===== src/tbx_pkg.sv =====
// Package for the tour block crossover: item and result types, geometry
// struct, command codes and sizing constants. No dependencies.
package tbx_pkg;

  localparam int MAX_POSITIONS = 64;
  localparam int POS_W         = 6;
  localparam int CITY_W        = 6;
  localparam int NUM_CITIES    = 1 << CITY_W;
  localparam int ADDR_W        = 3;
  localparam int DATA_W        = 32;

  localparam logic [POS_W-1:0] INTERIOR_MIN   = POS_W'(2);
  localparam logic [POS_W-1:0] INTERIOR_MAX   =
    POS_W'((MAX_POSITIONS - 2) < 62 ? (MAX_POSITIONS - 2) : 62);
  localparam logic [POS_W-1:0] INTERIOR_RESET = POS_W'(62);

  localparam logic [ADDR_W-3:0] REG_INTERIOR = '0;

  localparam logic [1:0] CMD_LOAD_A = 2'd0;
  localparam logic [1:0] CMD_LOAD_B = 2'd1;
  localparam logic [1:0] CMD_RUN    = 2'd2;

  typedef struct packed {
    logic [1:0]        command;
    logic [POS_W-1:0]  position;
    logic [CITY_W-1:0] city;
    logic [POS_W-1:0]  block_start;
  } item_t;

  typedef struct packed {
    logic [POS_W-1:0]  out_position;
    logic [CITY_W-1:0] out_city;
    logic              last;
    logic              error;
  } result_t;

  // run geometry derived from the interior count register
  typedef struct packed {
    logic [POS_W-1:0] n;
    logic [POS_W-1:0] len;
    logic [POS_W-1:0] max_start;
  } geom_t;

endpackage


===== src/tbx_ram.sv =====
// Generic single-port-write, single-port-read RAM with registered read data.
// No dependencies.
module tbx_ram #(
  parameter int WIDTH = 8,
  parameter int DEPTH = 64
) (
  input  logic                     clk,
  input  logic                     we,
  input  logic [$clog2(DEPTH)-1:0] waddr,
  input  logic [WIDTH-1:0]         wdata,
  input  logic [$clog2(DEPTH)-1:0] raddr,
  output logic [WIDTH-1:0]         rdata
);

  logic [WIDTH-1:0] mem [DEPTH];

  always_ff @(posedge clk) begin
    if (we) begin
      mem[waddr] <= wdata;
    end
    rdata <= mem[raddr];
  end

endmodule


===== src/tbx_cfg.sv =====
// APB register for the interior count and the run geometry derived from it.
// Depends on tbx_pkg.
module tbx_cfg (
  input  logic                          clk,
  input  logic                          rst,
  input  logic                          psel,
  input  logic                          penable,
  input  logic                          pwrite,
  input  logic [tbx_pkg::ADDR_W-1:0]    paddr,
  input  logic [tbx_pkg::DATA_W-1:0]    pwdata,
  output logic [tbx_pkg::DATA_W-1:0]    prdata,
  output logic                          pready,
  output tbx_pkg::geom_t                geo
);

  logic [tbx_pkg::POS_W-1:0] interior_count;
  logic                      hit;
  logic [tbx_pkg::POS_W-1:0] n;
  logic [tbx_pkg::POS_W+1:0] n3;

  assign hit    = paddr[tbx_pkg::ADDR_W-1:2] == tbx_pkg::REG_INTERIOR;
  assign pready = 1'b1;
  assign prdata = hit ? tbx_pkg::DATA_W'(interior_count) : '0;

  always_ff @(posedge clk) begin
    if (rst) begin
      interior_count <= tbx_pkg::INTERIOR_RESET;
    end else if (psel && penable && pwrite && hit) begin
      interior_count <= pwdata[tbx_pkg::POS_W-1:0];
    end
  end

  always_comb begin
    if (interior_count < tbx_pkg::INTERIOR_MIN) begin
      n = tbx_pkg::INTERIOR_MIN;
    end else if (interior_count > tbx_pkg::INTERIOR_MAX) begin
      n = tbx_pkg::INTERIOR_MAX;
    end else begin
      n = interior_count;
    end
    // 3n/4 as (2n + n) >> 2
    n3            = {1'b0, n, 1'b0} + {2'b00, n};
    geo.n         = n;
    geo.len       = n3[tbx_pkg::POS_W+1:2];
    geo.max_start = n + tbx_pkg::POS_W'(1) - n3[tbx_pkg::POS_W+1:2];
  end

endmodule


===== src/tbx_seq.sv =====
// Crossover sequencer: marks parent A's block cities, then walks the child
// positions with one shared position counter and a parent B scan pointer.
// Depends on tbx_pkg; drives the read ports of the two parent RAMs.
module tbx_seq (
  input  logic                           clk,
  input  logic                           rst,
  input  logic                           start,
  input  tbx_pkg::item_t                 item,
  input  tbx_pkg::geom_t                 geo,
  output logic                           busy,
  output logic [tbx_pkg::POS_W-1:0]      a_raddr,
  input  logic [tbx_pkg::CITY_W-1:0]     a_rdata,
  output logic [tbx_pkg::POS_W-1:0]      b_raddr,
  input  logic [tbx_pkg::CITY_W-1:0]     b_rdata,
  output logic                           result_valid,
  output tbx_pkg::result_t               result
);

  typedef enum logic [1:0] {IDLE, FILL, EMIT_RD, EMIT_CK} state_t;

  state_t                         state;
  logic [tbx_pkg::POS_W-1:0]      pos;
  logic [tbx_pkg::POS_W-1:0]      j;
  logic [tbx_pkg::POS_W-1:0]      blk_start;
  logic [tbx_pkg::POS_W-1:0]      blk_end;
  logic                           pend;
  logic [tbx_pkg::NUM_CITIES-1:0] member;
  logic                           run_ok;
  logic                           run_bad;
  logic                           in_blk;
  logic                           exhausted;
  logic [tbx_pkg::POS_W-1:0]      pos_inc;
  logic [tbx_pkg::POS_W-1:0]      b_city;

  assign busy    = state != IDLE;
  assign a_raddr = pos;
  assign b_raddr = j;
  assign pos_inc = pos + tbx_pkg::POS_W'(1);

  always_comb begin
    run_bad   = 1'b0;
    run_ok    = 1'b0;
    if (start && !busy && item.command == tbx_pkg::CMD_RUN) begin
      if (item.block_start == '0 || item.block_start > geo.max_start) begin
        run_bad = 1'b1;
      end else begin
        run_ok = 1'b1;
      end
    end
    in_blk    = pos >= blk_start && pos < blk_end;
    exhausted = j > geo.n;
    b_city    = b_rdata;
  end

  always_ff @(posedge clk) begin
    if (rst) begin
      state        <= IDLE;
      pend         <= 1'b0;
      member       <= '0;
      result_valid <= 1'b0;
    end else begin
      result_valid <= 1'b0;
      pend         <= state == FILL;
      if (pend) begin
        member[a_rdata] <= 1'b1;
      end
      case (state)
        IDLE: begin
          if (run_bad) begin
            result_valid <= 1'b1;
            result       <= '{out_position: '0, out_city: '0, last: 1'b1, error: 1'b1};
          end else if (run_ok) begin
            member    <= '0;
            blk_start <= item.block_start;
            blk_end   <= item.block_start + geo.len;
            pos       <= item.block_start;
            state     <= FILL;
          end
        end
        FILL: begin
          if (pos_inc == blk_end) begin
            pos   <= tbx_pkg::POS_W'(1);
            j     <= tbx_pkg::POS_W'(1);
            state <= EMIT_RD;
          end else begin
            pos <= pos_inc;
          end
        end
        EMIT_RD: begin
          state <= EMIT_CK;
        end
        EMIT_CK: begin
          if (!in_blk && !exhausted && member[b_city]) begin
            j     <= j + tbx_pkg::POS_W'(1);
            state <= EMIT_RD;
          end else begin
            result_valid        <= 1'b1;
            result.out_position <= pos;
            result.last         <= pos == geo.n;
            result.error        <= 1'b0;
            if (in_blk) begin
              result.out_city <= a_rdata;
            end else if (exhausted) begin
              result.out_city <= '0;
            end else begin
              result.out_city <= b_city;
              j               <= j + tbx_pkg::POS_W'(1);
            end
            if (pos == geo.n) begin
              state <= IDLE;
            end else begin
              pos   <= pos_inc;
              state <= EMIT_RD;
            end
          end
        end
        default: state <= IDLE;
      endcase
    end
  end

  a_err_last: assert property (@(posedge clk) disable iff (rst)
    result_valid && result.error |-> result.last)
    else $error("error item without last");

  a_run_end: assert property (@(posedge clk) disable iff (rst)
    $fell(busy) |-> result_valid && result.last && !result.error)
    else $error("run ended without final item");

  a_pos_legal: assert property (@(posedge clk) disable iff (rst)
    result_valid && !result.error |-> result.out_position != '0
                                      && result.out_position <= geo.n)
    else $error("child position out of range");

  a_fill_bound: assert property (@(posedge clk) disable iff (rst)
    state == FILL |-> pos >= blk_start && pos < blk_end)
    else $error("block fill outside block");

  a_scan_bound: assert property (@(posedge clk) disable iff (rst)
    state == EMIT_RD || state == EMIT_CK |-> j <= geo.n + tbx_pkg::POS_W'(1))
    else $error("parent B scan overran");

endmodule


===== src/tour_block_crossover.sv =====
// Top level of the tour block crossover: APB register, two parent RAMs and
// the crossover sequencer. Depends on tbx_pkg, tbx_cfg, tbx_ram, tbx_seq.
//
// Usage: an item is taken when start is high and busy is low.
//   command load A / load B writes city into that parent at position; busy
//   stays low, so loads can stream every cycle while no run is in progress.
//   command run builds the child over positions 1..n (n = clamped interior
//   count) and emits one result per position on result with result_valid
//   high for one cycle; last marks position n. Busy is high for the run.
//   A run with a bad block start gives one result (error and last set) the
//   cycle after it is taken; busy stays low.
// A run first marks the L block cities of parent A (L the block length,
//   3n/4), then for each child position reads the RAMs (EMIT_RD) and
//   compares (EMIT_CK), once more for each parent B city skipped; at most
//   L are skipped when both parents hold the same cities, at most n otherwise.
// Reset (rst, synchronous) returns the sequencer to idle and the interior
//   count to 62; parent contents are unknown until loaded.
// The receiver cannot stall: each result is valid for one cycle only.
// The interior count register sits at byte address 0; write it only idle.
module tour_block_crossover (
  input  logic                       clk,
  input  logic                       rst,
  input  logic                       start,
  input  tbx_pkg::item_t             item,
  output logic                       busy,
  output logic                       result_valid,
  output tbx_pkg::result_t           result,
  input  logic                       psel,
  input  logic                       penable,
  input  logic                       pwrite,
  input  logic [tbx_pkg::ADDR_W-1:0] paddr,
  input  logic [tbx_pkg::DATA_W-1:0] pwdata,
  output logic [tbx_pkg::DATA_W-1:0] prdata,
  output logic                       pready
);

  tbx_pkg::geom_t               geo;
  logic [tbx_pkg::POS_W-1:0]    a_raddr;
  logic [tbx_pkg::POS_W-1:0]    b_raddr;
  logic [tbx_pkg::CITY_W-1:0]   a_rdata;
  logic [tbx_pkg::CITY_W-1:0]   b_rdata;
  logic                         take;
  logic                         we_a;
  logic                         we_b;

  assign take = start && !busy;
  assign we_a = take && item.command == tbx_pkg::CMD_LOAD_A;
  assign we_b = take && item.command == tbx_pkg::CMD_LOAD_B;

  tbx_cfg u_cfg (
    .clk     (clk),
    .rst     (rst),
    .psel    (psel),
    .penable (penable),
    .pwrite  (pwrite),
    .paddr   (paddr),
    .pwdata  (pwdata),
    .prdata  (prdata),
    .pready  (pready),
    .geo     (geo)
  );

  tbx_ram #(.WIDTH(tbx_pkg::CITY_W), .DEPTH(tbx_pkg::MAX_POSITIONS)) u_parent_a (
    .clk   (clk),
    .we    (we_a),
    .waddr (item.position),
    .wdata (item.city),
    .raddr (a_raddr),
    .rdata (a_rdata)
  );

  tbx_ram #(.WIDTH(tbx_pkg::CITY_W), .DEPTH(tbx_pkg::MAX_POSITIONS)) u_parent_b (
    .clk   (clk),
    .we    (we_b),
    .waddr (item.position),
    .wdata (item.city),
    .raddr (b_raddr),
    .rdata (b_rdata)
  );

  tbx_seq u_seq (
    .clk          (clk),
    .rst          (rst),
    .start        (start),
    .item         (item),
    .geo          (geo),
    .busy         (busy),
    .a_raddr      (a_raddr),
    .a_rdata      (a_rdata),
    .b_raddr      (b_raddr),
    .b_rdata      (b_rdata),
    .result_valid (result_valid),
    .result       (result)
  );

endmodule

===== config.mk =====
export PLATFORM = sky130hd
export DESIGN_NAME = tour_block_crossover
export DESIGN_NICKNAME = d
export VERILOG_FILES = /design/src/tbx_pkg.sv /design/src/tbx_ram.sv /design/src/tbx_cfg.sv /design/src/tbx_seq.sv /design/src/tour_block_crossover.sv
export SDC_FILE = /design/constraint.sdc
export NUM_CORES = 1
export LEC_CHECK = 0
export ABC_AREA = 1
export BUFFER_PORTS_ARGS = -buffer_cell sky130_fd_sc_hd__buf_4
export CELL_PAD_IN_SITES_DETAIL_PLACEMENT = 1
export CELL_PAD_IN_SITES_GLOBAL_PLACEMENT = 2
export CORE_MARGIN = 5
export CORE_UTILIZATION = 30
export CTS_BUF_LIST = sky130_fd_sc_hd__clkbuf_16
export CTS_CLUSTER_SIZE = 40
export DETAILED_ROUTE_END_ITERATION = 10
export MAX_ROUTING_LAYER = met4
export PLACE_DENSITY = 0.58
export SYNTH_ARGS = -nofsm -noshare
export SYNTH_HDL_FRONTEND = slang
export SYNTH_SLANG_ARGS = --single-unit

===== constraint.sdc =====
create_clock -name clk -period 13.5 [get_ports clk]
set_clock_uncertainty 0.05 [all_clocks]
set_input_delay 0.675 -clock clk [delete_from_list [all_inputs] [get_ports clk]]
set_output_delay 0.675 -clock clk [all_outputs]
set_load 0.03 [all_outputs]

# Word-level counts from Yosys, hierarchy flattened
# Memories as Yosys holds them, arrays and structs flattened. A register that Yosys moved wholly into a read port is not among the register bits.
# Cells that the tools add are included.
# word_totals
regBits,112
n_memories,2
mem_bits_rw,768
elab_cells,120
input_bits,61
# memory_table
name,depth,word_bits,read_ports,rd_ports_with_merged_regs,wr,line_no,source
u_parent_a.mem,64,6,1,1,1,tbx_ram.sv:15,logic [WIDTH-1:0] mem [DEPTH];
u_parent_b.mem,64,6,1,1,1,tbx_ram.sv:15,
# classes
addsub,6
muxes,44
n_eq_ne,15
n_bitwise,4
reduce_logical,27
magnitude_cmp,9
# op_table
op,n
$mux W64,4
$mux W6,14
$or A64 B64 Y64,1
$mux W14,2
$pmux W14 S2,1
$add A6 B1 Y6 const B,3
$pmux W6 S3,1
$lt A6 B7 Y1 const B,2
$eq A6 B6 Y1,2
$gt A6 B6 Y1,2
$mux W1,12
$pmux W6 S2,1
$logic_and A1 B1 Y1,11
$mux W2,5
$add A7 B6 Y8,1
$ne A2 B2 Y1 const B,4
$pmux W2 S4,1
$reduce_and A4 Y1,2
$add A6 B6 Y6,1
$bmux W1 S6,1
$demux W1 S6,1
$eq A2 B2 Y1 const B,3
$ge A6 B1 Y1 const B,1
$ge A6 B6 Y1,1
other kinds (18),28

# Longest topological paths before layout
# logic_depth
word_depth,12
depth_mapped,32
ltp_nobuf,32

# Hierarchy
# Synthesis repeated with hierarchy kept, for this count alone.
# unflattened
cells_unflattened,3632
hier_area_um2,38649.6
# by_module_without_submodules
mod,area_each_um2,cells_per_inst,instances,seq_area_each_um2
tbx_ram,15930.3,1376,2,11651.2
tbx_seq,5670.4,710,1,2502.4
tbx_cfg,1088.5,162,1,120.1
tour_block_crossover,30.0,8,1,0.0

# Least setup slack after synthesis
# Ideal clock, no wire load.
# synth_path
path_kind,register -> register
from,register u_cfg.interior_count[4] in the netlist's numbering
to,"register, netlist name u_seq.result[0]"
setup_slack_ps,8473
arrival_ps,4593
required_ps,13066
path_stages_with_launch,30
path_cell_list,dfxtp_1 -> inv_2 -> nor2_1 -> nand3_1 -> nand3_2 -> inv_2 -> nand2_2 -> inv_2 -> fa_1 -> xor2_1 -> ha_1 -> inv_1 -> ha_1 -> inv_1 -> fa_1 -> o21ai_0 -> a21oi_1 -> xnor2_1 -> xor2_1 -> ha_1 -> nand2_1 -> nor2_1 -> o21ai_0 -> nand3_1 -> nand2_1 -> nand2_1 -> nand2_1 -> o21ai_0 -> nand2_1 -> nor2_1
# synth_via
elab_chain_cells,11
elab_cells_between_ends,18
# synth_rtl
element,line_no,source
from (decl),tbx_cfg.sv:16,logic [tbx_pkg::POS_W-1:0] interior_count;
from (signal assigned),tbx_cfg.sv:27,interior_count <= tbx_pkg::INTERIOR_RESET;
from (signal assigned),tbx_cfg.sv:29,interior_count <= pwdata[tbx_pkg::POS_W-1:0];
$gt A6 B6 Y1,tbx_cfg.sv:36,end else if (interior_count > tbx_pkg::INTERIOR_MAX) begin
$mux W6,tbx_cfg.sv:36,
$mux W6 *,tbx_cfg.sv:34,if (interior_count < tbx_pkg::INTERIOR_MIN) begin
$add A7 B6 Y8 or $add A6 B1 Y6 (tied branches),"tbx_cfg.sv:42, tbx_cfg.sv:45",
$sub A6 B6 Y6,tbx_cfg.sv:45,geo.max_start = n + tbx_pkg::POS_W'(1) - n3[tbx_pkg::POS_W+1:2];
$gt A6 B6 Y1,tbx_seq.sv:44,if (item.block_start == '0 || item.block_start > geo.max_start) begin
$logic_or A1 B1 Y1,tbx_seq.sv:44,
$mux W1,tbx_seq.sv:44,
$mux W1,tbx_seq.sv:43,if (start && !busy && item.command == tbx_pkg::CMD_RUN) begin
$ne A2 B1 Y1 (no source line),n/a,
$reduce_and A4 Y1 (no source line) *,n/a,
# Mark *: on every way between the ends. The rest lies on a longest branch, timed or not.
# A chain may end at the register's enable or synchronous reset.

# Worst setup path in the final report
# layout_path
from,register u_cfg.interior_count[4] in the netlist's numbering
to,"register, netlist name u_seq.result[5]"
# layout_via
elab_chain_cells,11
elab_cells_between_ends,18
# layout_rtl
element,line_no
$gt A6 B6 Y1,tbx_cfg.sv:36
$mux W6,tbx_cfg.sv:36
$mux W6 *,tbx_cfg.sv:34
$add A7 B6 Y8 or $add A6 B1 Y6 (tied branches),"tbx_cfg.sv:42, tbx_cfg.sv:45"
$sub A6 B6 Y6,tbx_cfg.sv:45
$gt A6 B6 Y1,tbx_seq.sv:44
$logic_or A1 B1 Y1,tbx_seq.sv:44
$mux W1,tbx_seq.sv:44
$mux W1,tbx_seq.sv:43
$ne A2 B1 Y1 (no source line),n/a
$reduce_and A4 Y1 (no source line) *,n/a
# Marked as above.

==> impl_metrics.yaml <==
outcome:
  status: "finished clean"
floorplan:
  rows: 130
  die-area_mm2: 0.1326
  start_util_pct: 30.07
  fp.coreArea_mm2: 0.1251
  die_w_um: 364.1
  dieHeight_um: 364.1
  io_pins: 110
setup_path:
  crit_start: "u_cfg.interior_count[4]$_SDFFE_PP1P_"
  cp_common_cell: "nand2_1"
  end_kind: "register"
  cp_num_buf_inv: 6
  crit_type: "reg2reg"
  crit_path_max_incr_delay_ns: 0.55
  crit_path_start_kind: "register"
  cpMaxStageDelayCell: "nor2_1"
  r2r-start: "u_cfg.interior_count[4]$_SDFFE_PP1P_"
  cp.arrival_ns: 6.28
  required_ns: 13.85
  crit_family: "adder cells"
  cp_max_fo: 9
job:
  cap_violations: 0
drt:
  ant_nets: 0
  met3_wirelength_um: 4500
  dr.pass1.iters: 5
  drt-met1-wl_um: 49720
  wl_met2_um: 55200
  route.vias.total: 24670
  viasPerCell: 4.919
  drc: 0
  drt_iter0_markers: 1329
  highest_layer: "met4"
  wire_per_inst_um: 22.37
  wl_um: 112200
clock_tree:
  cts_buffer_depth: 3
  cts.clk_slew.worst_paths_ns: 0.06
  clock_sinks: 892
  insertion_delay_ns: 0.71
  holdBufCountCts: 0
  cts_root_buf: "clkbuf_16"
  htreeDepth: 3
  cts_buffers: 99
  ctsResizeCount: 0
  cts_tree: "built"
  cts_setup_buffers: 0
yosys:
  syn-instance-count: 3277
  async_flop_share_pct: 0
  synthesis.area_mm2: 0.03762
  synth_warnings: 0
  synth-seq-cells: 892
  ys_seq_area_share_pct: 68.92
  avgSynthCellArea_um2: 11.48
  ys.flop_type: "edfxtp_1"
  synth_edf_count: 806
  ys_types: 42
layout:
  final_common_cell: "edfxtp_1"
  layout-drive-gt1-share_pct: 7.816
  final_cell_area_mm2: 0.04270
  finalCoreUtilization_pct: 34.14
  multi_input_area_mm2: 0.01022
  syn_to_final_growth_pct: 13.51
  fillCellCount: 13550
  antenna_cells: 0
  fin_nets: 3398
  regArea_mm2: 0.02592
  final_cell_mix: "edfxtp_1 (806), nor2_1 (520), nand2_1 (494)"
pwr:
  p_per_area_mw_per_mm2: 159.7
  ir_drop_v: 0.0001212
  p_leak_nw: 14.44
  total_power_mw: 6.821
timing:
  max_slew_margin_pct: 12.23
  max_freq_ghz: 0.1686
  finalCriticalPeriod_ns: 5.930
  final-setup-viol-count: 0
  final-hold-violation-count: 0
  worst_pin_slew_ns: 1.306
  maxSlewViolCount: 0
  setup_tns_ns: 0
  rsz0062_at_grt: "false"
  fin_crit_sh_pct: 43.93
place:
  dp_hpwl_um: 70860
  gp_congestion: 0.7875
  port_buffers: 54
  place_area_mm2: 0.03951
grt:
  first_global_vias: 26050
  grt.total_usage_pct: 17.22
  grt_max_degree: 165
  overflow: 0
  antenna_found_initial: 0
  grt_pass1_wl_um: 166900
min_path:
  hp-start: "pwdata[3]"
  holdCritPathClass: "in2reg"
layout make-up:
type	count	share of cell area, %
Tap cell	1650	4.835
Inverter	140	1.245
Timing Repair Buffer	99	1.799
Multi-Input combinational cell	2053	23.93
Sequential cell	892	60.71
Clock buffer	100	5.860
Clock inverter	81	1.617
registers in the layout, indices dropped and copies added, names as in the netlist, 2 cells and up:
register	count
u_parent_b.rdata	6
u_parent_a.rdata	6
u_parent_a.mem	384
u_seq.blk_start	6
u_cfg.interior_count	6
u_seq.a_raddr	6
u_seq.state	2
u_parent_b.mem	384
u_seq.result	14
u_seq.blk_end	6
u_seq.member	64
u_seq.b_raddr	6
final timing paths:
path	end	slack, ns	cells after the start
worst min-delay path	u_cfg.interior_count[3]$_SDFFE_PP1P_	0.16	3
worst min register to register	u_seq.member[6]$_SDFF_PP0_	0.42	2
worst max-delay path	u_seq.result[5]$_SDFFCE_PN0P_	7.57	30
worst max register to register	u_seq.result[5]$_SDFFCE_PN0P_	7.57	30
power by group:
part / switching [mW] / leakage, nW / total [mW] / internal, mW
Sequential: 0.0613 / 7.94 / 3.11 / 3.05
Combinational: 0.771 / 4.87 / 1.05 / 0.281
Clock: 1.12 / 1.62 / 2.66 / 1.54
Total: 1.96 / 14.4 / 6.82 / 4.87
worst min-delay path, stage by stage:
cell	delay [ns]
buf_4	0.08
nand2_1	0.04
o211ai_1	0.06
per-stage QoR:
stage	hold WS (ns)	setup WS, ns	instances
2_1_floorplan	0.3933	8.473	3302
3_3_place_gp	0.4089	7.327	4834
3_5_place_dp	0.4181	7.387	4834
4_1_cts	0.09384	7.369	5015
5_1_grt	0.1131	6.992	5015
6_report	0.1568	7.570	5015
layer usage:
metal  global-route usage [%]  vias up
met5                        -        -
met4                    4.340        0
met1                    21.45    12430
met2                    29.30      426
met3                    2.935      159
li1                         -    11660
synthesized netlist by cell type (25+ instances only):
library cell / count / area [µm²]
nand2_1: 496 / 1862
nand3_1: 125 / 625.6
nor3_1: 37 / 185.2
nor2_1: 520 / 1952
inv_1: 127 / 476.7
buf_4: 43 / 322.8
a21oi_1: 158 / 790.8
clkbuf_1: 100 / 375.4
o221ai_1: 43 / 376.6
o22ai_1: 103 / 644.4
ha_1: 49 / 613.1
o211ai_1: 49 / 367.9
edfxtp_1: 806 / 24200
dfxtp_1: 86 / 1722
nand4_1: 25 / 156.4
o21ai_0: 315 / 1577
buf_2: 64 / 320.3
mux2i_1: 48 / 480.5
cell families after synthesis:
| group | count (synthesis) | synth area share, % |
|---|---|---|
| and+or+nand+nor | 1219 | 13.02 |
| xor gates and xnor gates | 20 | 0.4657 |
| buffers and inverters | 357 | 4.224 |
| other | 2 | 0.01996 |
| adders and majority gates | 52 | 1.789 |
| DFF | 892 | 68.92 |
| muxes | 48 | 1.277 |
| AOI/OAI and AO/OA | 687 | 10.29 |
Note: power is estimated with default switching activity, not from simulation.
